[src/design/shortest_job_first_queue_assert.svh]
// assertion macros shared by the shortest-job-first queue modules
`ifndef SHORTEST_JOB_FIRST_QUEUE_ASSERT_SVH
`define SHORTEST_JOB_FIRST_QUEUE_ASSERT_SVH

// condition holds at every edge out of reset
`define SJFQ_ASSERT_ALWAYS(lbl, cond) \
  lbl: assert property (@(posedge clk) disable iff (!rst_n) (cond)) \
    else $error("sjfq invariant violated");

// consequent holds in the same cycle as the antecedent
`define SJFQ_ASSERT_SAME(lbl, ante, cons) \
  lbl: assert property (@(posedge clk) disable iff (!rst_n) (ante) |-> (cons)) \
    else $error("sjfq same-cycle check failed");

// consequent holds in the cycle after the antecedent
`define SJFQ_ASSERT_NEXT(lbl, ante, cons) \
  lbl: assert property (@(posedge clk) disable iff (!rst_n) (ante) |=> (cons)) \
    else $error("sjfq next-cycle check failed");

`endif

[src/design/sjfq_pkg.sv]
// types and constants of the shortest-job-first queue
package sjfq_pkg;

  localparam int unsigned DEFAULT_QUEUE_DEPTH = 16;
  localparam int unsigned SIZE_W = 32;
  localparam int unsigned TAG_W  = 8;
  localparam int unsigned OCC_W  = 5;
  localparam int unsigned STAT_W = 2;

  localparam logic OP_ENQ = 1'b0;
  localparam logic OP_DEQ = 1'b1;

  localparam logic [STAT_W-1:0] ST_ENQUEUED = 2'd0;
  localparam logic [STAT_W-1:0] ST_DROPPED  = 2'd1;
  localparam logic [STAT_W-1:0] ST_DEQUEUED = 2'd2;
  localparam logic [STAT_W-1:0] ST_EMPTY    = 2'd3;

  typedef struct packed {
    logic              op;
    logic [SIZE_W-1:0] job_size;
    logic [TAG_W-1:0]  job_tag;
  } in_word_t;

  typedef struct packed {
    logic [STAT_W-1:0] status;
    logic [SIZE_W-1:0] out_size;
    logic [TAG_W-1:0]  out_tag;
    logic [OCC_W-1:0]  occupancy;
  } out_word_t;

  // one queued job
  typedef struct packed {
    logic [SIZE_W-1:0] size;
    logic [TAG_W-1:0]  tag;
  } entry_t;

  // command broadcast to every cell
  typedef struct packed {
    logic   enq;
    logic   deq;
    entry_t item;
  } cell_cmd_t;

endpackage

[src/design/sjfq_cell.sv]
// one compare-and-shift cell of the sorted queue
module sjfq_cell (
  input  logic               clk,
  input  sjfq_pkg::cell_cmd_t cmd,
  input  logic               occupied,
  input  logic               prev_open,
  input  sjfq_pkg::entry_t   prev_entry,
  input  sjfq_pkg::entry_t   next_entry,
  output logic               open,
  output sjfq_pkg::entry_t   entry
);

  sjfq_pkg::entry_t entry_r;
  sjfq_pkg::entry_t entry_nxt;

  // open: the new job lands here or in a lower cell; equal keys stay ahead
  assign open  = !occupied || (entry_r.size > cmd.item.size);
  assign entry = entry_r;

  always_comb begin
    entry_nxt = entry_r;
    if (cmd.enq && open) begin
      entry_nxt = prev_open ? prev_entry : cmd.item;
    end else if (cmd.deq) begin
      entry_nxt = next_entry;
    end
  end

  always_ff @(posedge clk) begin
    entry_r <= entry_nxt;
  end

endmodule

[src/design/shortest_job_first_queue.sv]
// top level of the shortest-job-first queue: cell row, fill count, result register
// Bounded shortest-job-first queue. Each input word either enqueues a job
// (op 0, key job_size, tag job_tag) or pops the job with the smallest size
// (op 1). Jobs of equal size leave in arrival order. Every input word gives
// exactly one result word: status 0 enqueued, 1 dropped because full,
// 2 dequeued (out_size/out_tag carry the job), 3 empty; out_size and out_tag
// are 0 unless a job was dequeued, and occupancy is the job count after the
// request (its low 5 bits). The queue is a row of QUEUE_DEPTH cells, each
// holding one job in sorted order; on an enqueue every cell compares the key
// with its own in parallel and the cells above the insertion point move up
// one place, on a dequeue every cell takes its upper neighbor's job. The block
// takes a new word every cycle while the output register is empty or being read;
// the result appears in the output register the cycle after acceptance and
// in_ready stays high while that register is empty or being read. The
// critical path is one 32-bit compare per cell plus the shift select.
module shortest_job_first_queue #(
  parameter int unsigned QUEUE_DEPTH = sjfq_pkg::DEFAULT_QUEUE_DEPTH
) (
  input  logic                clk,
  input  logic                rst_n,
  input  logic                in_valid,
  output logic                in_ready,
  input  sjfq_pkg::in_word_t  in_word,
  output logic                out_valid,
  input  logic                out_ready,
  output sjfq_pkg::out_word_t out_word
);

  localparam int unsigned CNT_W = $clog2(QUEUE_DEPTH + 1);

  // fill count and output register
  logic [CNT_W-1:0]    cnt_r, cnt_nxt;
  logic                out_valid_r, out_valid_nxt;
  sjfq_pkg::out_word_t out_word_r, out_word_nxt;

  logic in_fire;
  logic full, empty;
  logic is_enq, is_deq;

  sjfq_pkg::cell_cmd_t cmd;
  sjfq_pkg::entry_t    cell_entry [QUEUE_DEPTH];
  logic [QUEUE_DEPTH-1:0] cell_open;

  // accept while the result register is free or being drained
  assign in_ready = !out_valid_r || out_ready;
  assign in_fire  = in_valid && in_ready;

  assign full   = (cnt_r == CNT_W'(QUEUE_DEPTH));
  assign empty  = (cnt_r == '0);
  assign is_enq = (in_word.op == sjfq_pkg::OP_ENQ);
  assign is_deq = (in_word.op == sjfq_pkg::OP_DEQ);

  // dropped or empty requests leave the cells alone
  assign cmd.enq           = in_fire && is_enq && !full;
  assign cmd.deq           = in_fire && is_deq && !empty;
  assign cmd.item.size     = in_word.job_size;
  assign cmd.item.tag      = in_word.job_tag;

  // row of cells, lowest key in cell 0
  for (genvar i = 0; i < QUEUE_DEPTH; i++) begin : g_cell
    logic             prev_open;
    sjfq_pkg::entry_t prev_entry;
    sjfq_pkg::entry_t next_entry;

    if (i == 0) begin : g_first
      assign prev_open  = 1'b0;
      assign prev_entry = cmd.item;
    end else begin : g_mid
      assign prev_open  = cell_open[i-1];
      assign prev_entry = cell_entry[i-1];
    end

    if (i == QUEUE_DEPTH - 1) begin : g_last
      // top cell becomes free on a pop, its contents no longer matter
      assign next_entry = cell_entry[i];
    end else begin : g_inner
      assign next_entry = cell_entry[i+1];
    end

    sjfq_cell u_cell (
      .clk        (clk),
      .cmd        (cmd),
      .occupied   (cnt_r > CNT_W'(i)),
      .prev_open  (prev_open),
      .prev_entry (prev_entry),
      .next_entry (next_entry),
      .open       (cell_open[i]),
      .entry      (cell_entry[i])
    );
  end

  // result word and count update
  always_comb begin
    cnt_nxt       = cnt_r;
    out_valid_nxt = out_valid_r;
    out_word_nxt  = out_word_r;
    if (out_ready) begin
      out_valid_nxt = 1'b0;
    end
    if (in_fire) begin
      out_valid_nxt         = 1'b1;
      out_word_nxt.out_size = '0;
      out_word_nxt.out_tag  = '0;
      if (is_enq) begin
        if (full) begin
          out_word_nxt.status = sjfq_pkg::ST_DROPPED;
        end else begin
          out_word_nxt.status = sjfq_pkg::ST_ENQUEUED;
          cnt_nxt             = cnt_r + CNT_W'(1);
        end
      end else begin
        if (empty) begin
          out_word_nxt.status = sjfq_pkg::ST_EMPTY;
        end else begin
          out_word_nxt.status   = sjfq_pkg::ST_DEQUEUED;
          out_word_nxt.out_size = cell_entry[0].size;
          out_word_nxt.out_tag  = cell_entry[0].tag;
          cnt_nxt               = cnt_r - CNT_W'(1);
        end
      end
      // only the low bits of the count fit the field
      out_word_nxt.occupancy = sjfq_pkg::OCC_W'(cnt_nxt);
    end
  end

  always_ff @(posedge clk) begin
    if (!rst_n) begin
      cnt_r       <= '0;
      out_valid_r <= 1'b0;
    end else begin
      cnt_r       <= cnt_nxt;
      out_valid_r <= out_valid_nxt;
    end
    out_word_r <= out_word_nxt;
  end

  assign out_valid = out_valid_r;
  assign out_word  = out_word_r;

  `include "shortest_job_first_queue_assert.svh"

  // count never runs past the row
  `SJFQ_ASSERT_ALWAYS(a_cnt_bound, cnt_r <= CNT_W'(QUEUE_DEPTH))
  // an accepted enqueue into a non-full queue grows the count by one
  `SJFQ_ASSERT_NEXT(a_enq_grows, in_fire && is_enq && !full,
                    cnt_r == $past(cnt_r) + CNT_W'(1))
  // an accepted word always leaves a result behind
  `SJFQ_ASSERT_NEXT(a_fire_result, in_fire, out_valid_r)
  // an empty report means nothing was queued
  `SJFQ_ASSERT_SAME(a_empty_zero,
                    out_valid_r && out_word_r.status == sjfq_pkg::ST_EMPTY,
                    out_word_r.occupancy == '0 && cnt_r == '0)

endmodule

[config.mk]
export PLATFORM = sky130hd
export DESIGN_NAME = shortest_job_first_queue
export DESIGN_NICKNAME = d
export VERILOG_FILES = /design/src/design/sjfq_pkg.sv /design/src/design/sjfq_cell.sv /design/src/design/shortest_job_first_queue.sv
export VERILOG_INCLUDE_DIRS = /design/src /design/src/design
export SDC_FILE = /design/constraint.sdc
export NUM_CORES = 2
export LEC_CHECK = 0
export CAP_MARGIN = 20
export CORE_MARGIN = 5
export CORE_UTILIZATION = 60
export DETAILED_ROUTE_END_ITERATION = 8
export DONT_BUFFER_PORTS = 1
export GPL_TIMING_DRIVEN = 0
export PLACE_DENSITY = 0.83
export REMOVE_ABC_BUFFERS = 1
export SLEW_MARGIN = 15
export SYNTH_ARGS = -nofsm -noshare
export SYNTH_HDL_FRONTEND = slang
export SYNTH_SLANG_ARGS = --single-unit
[constraint.sdc]
create_clock -name clk -period 8 [get_ports clk]
set_input_delay 0 -clock clk [delete_from_list [all_inputs] [get_ports clk]]
set_output_delay 0 -clock clk [all_outputs]
set_load 0.02 [all_outputs]
=== Word-level counts from Yosys, hierarchy flattened ===
Cells that the tools add are included.

* Bits in registers: 693
* Output and inout port bits: 49
* Logic and storage cells: 202

* Add/sub/neg operators: 2
* $lt $le $gt $ge: 32
* Eq/ne operators: 1
* Multiplexer cells: 53
* Bitwise operators: 1
* Reduce and logical (&&, ||, !) cells: 75

{| class="wikitable"
|+ Operator list
! cell !! number
|-
| 40-bit 2-to-1 mux || 45
|-
| 32-bit > comparator || 16
|-
| 5-bit by 4-bit > comparator with 1-bit output (second input constant) || 8
|-
| 2-bit nonzero test || 16
|-
| 1-bit logical AND || 21
|-
| 5-bit by 3-bit > comparator with 1-bit output (second input constant) || 4
|-
| 1-bit zero test || 19
|-
| 1-bit logical OR || 17
|-
| 5-bit 2-to-1 mux || 3
|-
| 5-bit by 1-bit > comparator with 1-bit output (second input constant) || 2
|-
| 5-bit by 2-bit > comparator with 1-bit output (second input constant) || 2
|-
| 5-bit by 1-bit adder with 5-bit output (second input constant) || 1
|-
| 5-bit == test (second input constant) || 1
|-
| 5-bit zero test || 1
|-
| 5-bit by 1-bit subtractor with 5-bit output (second input constant) || 1
|-
| 1-bit 2-to-1 mux || 4
|-
| 2-bit 2-to-1 mux || 1
|-
| 2-bit OR reduction || 1
|-
| 1-bit inverter || 1
|}

=== Logic depth before layout (Yosys ltp) ===
* Depth after elaboration: 7
* Depth in mapped cells: 15
* Gate-level depth less buffers: 9

=== By module ===
A second synthesis with hierarchy kept.

* Cell total of the unflattened synthesis: 4754
* Area, all modules: 50203.1 sq um

{| class="wikitable"
|+ Modules (own cells, without submodules)
! module !! instances !! cells an instance !! area an instance (sq um) !! seq. area each (sq um)
|-
| sjfq_cell || 16 || 284 || 2980.4 || 1201.2
|-
| shortest_job_first_queue || 1 || 210 || 2517.4 || 1531.5
|}

=== Least setup slack after synthesis ===
OpenSTA, ideal clock, no wires.

* Path type: input to register
* From: in in_word[37] in the netlist's numbering
* To: reg g_cell[8].u_cell.entry_r, in the netlist g_cell[8].u_cell.entry[0], enable pin
* Setup time: 493 ps
* Data arrival time: 5250 ps
* Required time: 7507 ps
* Path slack: 2257 ps
* Cell stages on the path: 12
* Path through: clkbuf_1 clkbuf_1 inv_1 ha_1 nand4_1 nor4_1 nand2_1 a31oi_1 o21ai_2 buf_4 buf_4 o21ai_0

* Longest elaborated chain between the ends: 4

{| class="wikitable"
|+ Ends and longest elaborated chain
! element !! RTL line !! source
|-
| start: declaration || shortest_job_first_queue.sv:23 || <nowiki>input sjfq_pkg::in_word_t in_word,</nowiki>
|-
| 32-bit > comparator || sjfq_cell.sv:17 || <nowiki>assign open = !occupied || (entry_r.size > cmd.item.size);</nowiki>
|-
| 1-bit logical OR || sjfq_cell.sv:17 ||
|-
| 1-bit logical AND || sjfq_cell.sv:22 || <nowiki>if (cmd.enq && open) begin</nowiki>
|-
| 2-bit nonzero test (no source line) || n/a ||
|-
| end signal: assignment || sjfq_cell.sv:30 || <nowiki>entry_r <= entry_nxt;</nowiki>
|-
| end: declaration || sjfq_cell.sv:13 || <nowiki>sjfq_pkg::entry_t entry_r;</nowiki>
|}

No other way between the ends.
A chain may end at the register's enable or synchronous reset.

=== Worst setup path after layout ===
* From: reg cnt_r[0]
* To: reg g_cell[0].u_cell.entry_r, in the netlist g_cell[0].u_cell.entry[5], enable pin

* Longest elaborated chain between the ends: 5
* Elaborated cells between the ends (all ways): 11
* Classes of those cells: order compare (1); eq/ne (1); reduce/logical (9)

{| class="wikitable"
|+ Ends and longest elaborated chain
! element !! RTL line !! source
|-
| start: declaration || shortest_job_first_queue.sv:32 || <nowiki>logic [CNT_W-1:0] cnt_r, cnt_nxt;</nowiki>
|-
| start signal: assignment || shortest_job_first_queue.sv:131 || <nowiki>cnt_r <= cnt_nxt;</nowiki>
|-
| 5-bit by 1-bit > comparator with 1-bit output / 5-bit == test (equally long branches) || shortest_job_first_queue.sv:83, shortest_job_first_queue.sv:48 ||
|-
| 1-bit zero test (on tied branches) || sjfq_cell.sv:17, shortest_job_first_queue.sv:54 ||
|-
| 1-bit logical OR / 1-bit logical AND (equally long branches) || sjfq_cell.sv:17, shortest_job_first_queue.sv:54 ||
|-
| 1-bit logical AND || sjfq_cell.sv:22 ||
|-
| 2-bit nonzero test (no source line) (*) || n/a ||
|-
| end signal: assignment || sjfq_cell.sv:30 ||
|-
| end: declaration || sjfq_cell.sv:13 ||
|}

Mark *: on every way between the ends. The rest lies on a longest branch, timed or not.

==> metrics.md <==
| Metric | Value |
|---|---|
| Status | `finished clean` |
| Max-cap violations | `0` |
| Gr ovfl total | `0` |
| Synth async-reset ratio | `0%` |
| Max VDD drop | `141.1 uV` |
| Arr. time, crit path | `5.65 ns` |
| Worst-Margin Slew | `1.125 ns` |
| Hold Vio Cnt, Final | `0` |
| Register area share after synthesis | `44.42%` |
| Yosys warns | `0` |
| Synth top cells by count | `687 x edfxtp_1, 517 x ha_1, 492 x o21ai_0` |
| Maximum clock insertion buffer count | `3` |
| Synth unique cells | `79` |
| Hold Crit Class | `input pin to flip-flop` |
| Row count | `102` |
| Slew Limit Fails | `0` |
| Core area | `0.07734 sq mm` |
| Syn Area/Cell | `10.85 sq um` |
| Area of the multi-input gates | `0.02478 sq mm` |
| Top FF cell, synth | `edfxtp_1` |
| Crit path kind | `flip-flop to flip-flop` |
| Overall routing resource usage | `28.97%` |
| Layout cells sized above 1 | `10.16%` |
| Multiplexer share of the synthesized area | `13.82%` |
| Area grow syn2layout | `9.905%` |
| Initial antenna violation count | `16` |
| Post-Synth Adder-Cell Area | `13.85%` |
| Routability-driven placement congestion ratio | `0.9166` |
| Finish-stage setup viols | `0` |
| Main combinational cell family by area after synthesis | `compound AO/OA/AOI/OAI gates` |
| CTS HTree Levels | `3` |
| # fillers | `5559` |
| Vias | `36060` |
| #FFs+latches synth | `693` |
| DRC | `0` |
| Largest net degree at the start of global routing | `81` |
| DRT antenna net count | `0` |
| Fin crit period | `5.267 ns` |
| Clock Sinks | `693` |
| Post-DR wirelength/cell | `23.35 microns` |
| Post-CTS setup buffers | `0` |
| Top cells by area, synth | `edfxtp_1 44%, ha_1 14%, mux2i_1 9.4%, o21ai_0 5.3%, mux2_2 4.4%` |
| Resize count post-CTS | `0` |
| CTS root buffer | `clkbuf_16` |
| Vias per inst | `6.769` |
| IO Pins | `94` |
| Cell Area, Synth | `0.04671 sq mm` |
| Leakage | `19.65 nW` |
| Maximum clock rate | `189.9 MHz` |
| TritonCTS Buffers | `76` |
| Port bufs | `0` |
| Synth Area in XOR/XNOR | `0.07500%` |
| CTS tree | `yes` |
| Top-count cell post-synth | `edfxtp_1` |
| Global-route wire length before repair | `193800 microns` |
| RSZ-0062 raised after global routing | `false` |
| Die footprint | `0.08354 sq mm` |
| Chip Width | `289.0 microns` |
| CP max FO | `41` |
| Simple-Gate Fraction of Synth Area | `8.793%` |
| Dpl hpwl | `90100 microns` |
| Total power | `0.01145 W` |
| Clk pin slew, worst setup/hold paths | `0.06 ns` |
| Post-synth top area cell | `edfxtp_1` |
| Chip height | `289.0 microns` |
| Clock Latency Late Sink | `0.64 ns` |
| Post-synth EDFFs | `687` |
| Vias in the first global route | `34860` |
| Storage cell area | `0.02075 sq mm` |
| Fraction of the mapped netlist area in compound gates | `15.74%` |
| Final Cycle Share | `65.84%` |
| Power Dens Cells | `223.1 mW/mm^2` |
| Startpoint types | `flip-flop` |
| Setup TNS | `0 ns` |
| CTS Hold Bufs | `44` |
| WP data required | `8.38 ns` |
| Critical Path Sink Type | `flip-flop` |
| Starting Density | `60.40%` |
| Mapped Cells | `4304` |
| Initial DRC Count | `3992` |
| Top-area cell type share of the netlist area | `44.16%` |
| Routed wire length | `124400 microns` |
| First-pass DRT Iterations | `6` |
| Nets | `4776` |
| Fin Clk Skew | `0.02507 ns` |
| Slew HR | `25.03%` |
-- routing by layer --
metal	track usage [%]	wire (microns)	vias up
met5	0	47	-
met4	12.73	5363	6
met3	5.460	13240	340
met2	45.94	56390	2078
met1	39.12	49370	17200
li1	-	-	16440
-- per-stage QoR --
stage          area [sq um]  worst slack [ns]  hold slack, ns  util, %  std cells
2_1_floorplan         45420           -0.5218         0.09887        -       4004
3_3_place_gp          46720            -4.819          0.1006    60.41       5044
3_5_place_dp          48610             2.867          0.1011    62.86       5131
4_1_cts               51280             2.815         0.02897    66.31       5309
5_1_grt               51310             2.490          0.1077    66.34       5314
6_report              51340             2.733         0.07147    66.38       5328
-- layout make-up --
cell class,count,area share [%]
Multi-Input combinational cell,3245,48.26
Sequential cell,693,40.42
Clock buffer,93,3.890
Timing Repair Buffer,132,3.882
Tap cell,1040,2.535
Inverter,66,0.4825
Clock inverter,41,0.4484
Antenna cell,18,0.08773
-- flip-flops by register name (all words and copies together) (netlist names) --
| name | flops |
|---|---|
| cnt_r | 5 |
| g_cell.u_cell.entry | 640 |
| out_valid | 1 |
| out_word | 47 |
-- logic make-up (layout without fill, tap and decap cells) --
family,after synthesis,in the layout
flip-flops,693,693
AO/OA/AOI/OAI,1228,1228
AND/OR/NAND/NOR,874,874
other,0,18
XOR/XNOR,4,4
adder cells (fa/ha/maj),517,517
buffers and inverters,366,332
multiplexers,622,622
-- final timing paths --
path,from,to,slack (ns),cells past startpoint
max,cnt_r[0],g_cell[0].u_cell.entry[5],2.73,11
min,in_word[20],g_cell[0].u_cell.entry[20],0.07,2
max reg2reg,cnt_r[0],g_cell[0].u_cell.entry[5],2.73,11
min reg2reg,g_cell[15].u_cell.entry[0],g_cell[14].u_cell.entry[0],0.54,1
-- worst max-delay path, stage by stage (launching register included) --
cell      delay [ns]
dfxtp_1         0.71
inv_1           0.29
ha_1            0.30
nor3b_2         0.24
and2_1          0.35
a211oi_1        0.25
o211ai_1        0.24
o21ai_4         0.74
buf_12          0.27
nand2b_2        0.69
nand2_2         0.53
buf_16          0.34
-- power breakdown --
part           switching (W)  internal, W  total, W
Clock                0.00146      0.00180   0.00327
Sequential          0.000413      0.00469   0.00510
Combinational        0.00179      0.00130   0.00308
Total                0.00366      0.00779    0.0115
-- layout by cell type (no fill, tap or decap), types with 12 or more instances in the layout --
cell | synthesis | layout
mux2_2 | 182 | 182
ha_1 | 517 | 517
nand3_1 | 42 | 40
a221o_1 | 29 | 29
nand2_1 | 367 | 358
nor2b_1 | 25 | 24
a211o_1 | 22 | 21
nand4_1 | 102 | 102
nor4_1 | 29 | 29
nor3_1 | 26 | 24
a32o_1 | 40 | 40
diode_2 | 0 | 18
clkinv_1 | 0 | 20
buf_6 | 3 | 17
clkinv_2 | 0 | 13
a21oi_1 | 390 | 388
buf_4 | 17 | 22
a2bb2oi_1 | 41 | 41
clkbuf_1 | 193 | 15
a21o_1 | 43 | 41
edfxtp_1 | 687 | 687
a211oi_1 | 53 | 53
inv_1 | 66 | 65
clkbuf_16 | 0 | 77
dlygate4sd3_1 | 0 | 44
buf_16 | 0 | 32
o21ai_0 | 492 | 487
buf_12 | 0 | 12
and2_1 | 47 | 46
nor2_1 | 178 | 171
mux2i_1 | 439 | 439
o211ai_1 | 23 | 23
(Power assumes the default switching activity.)
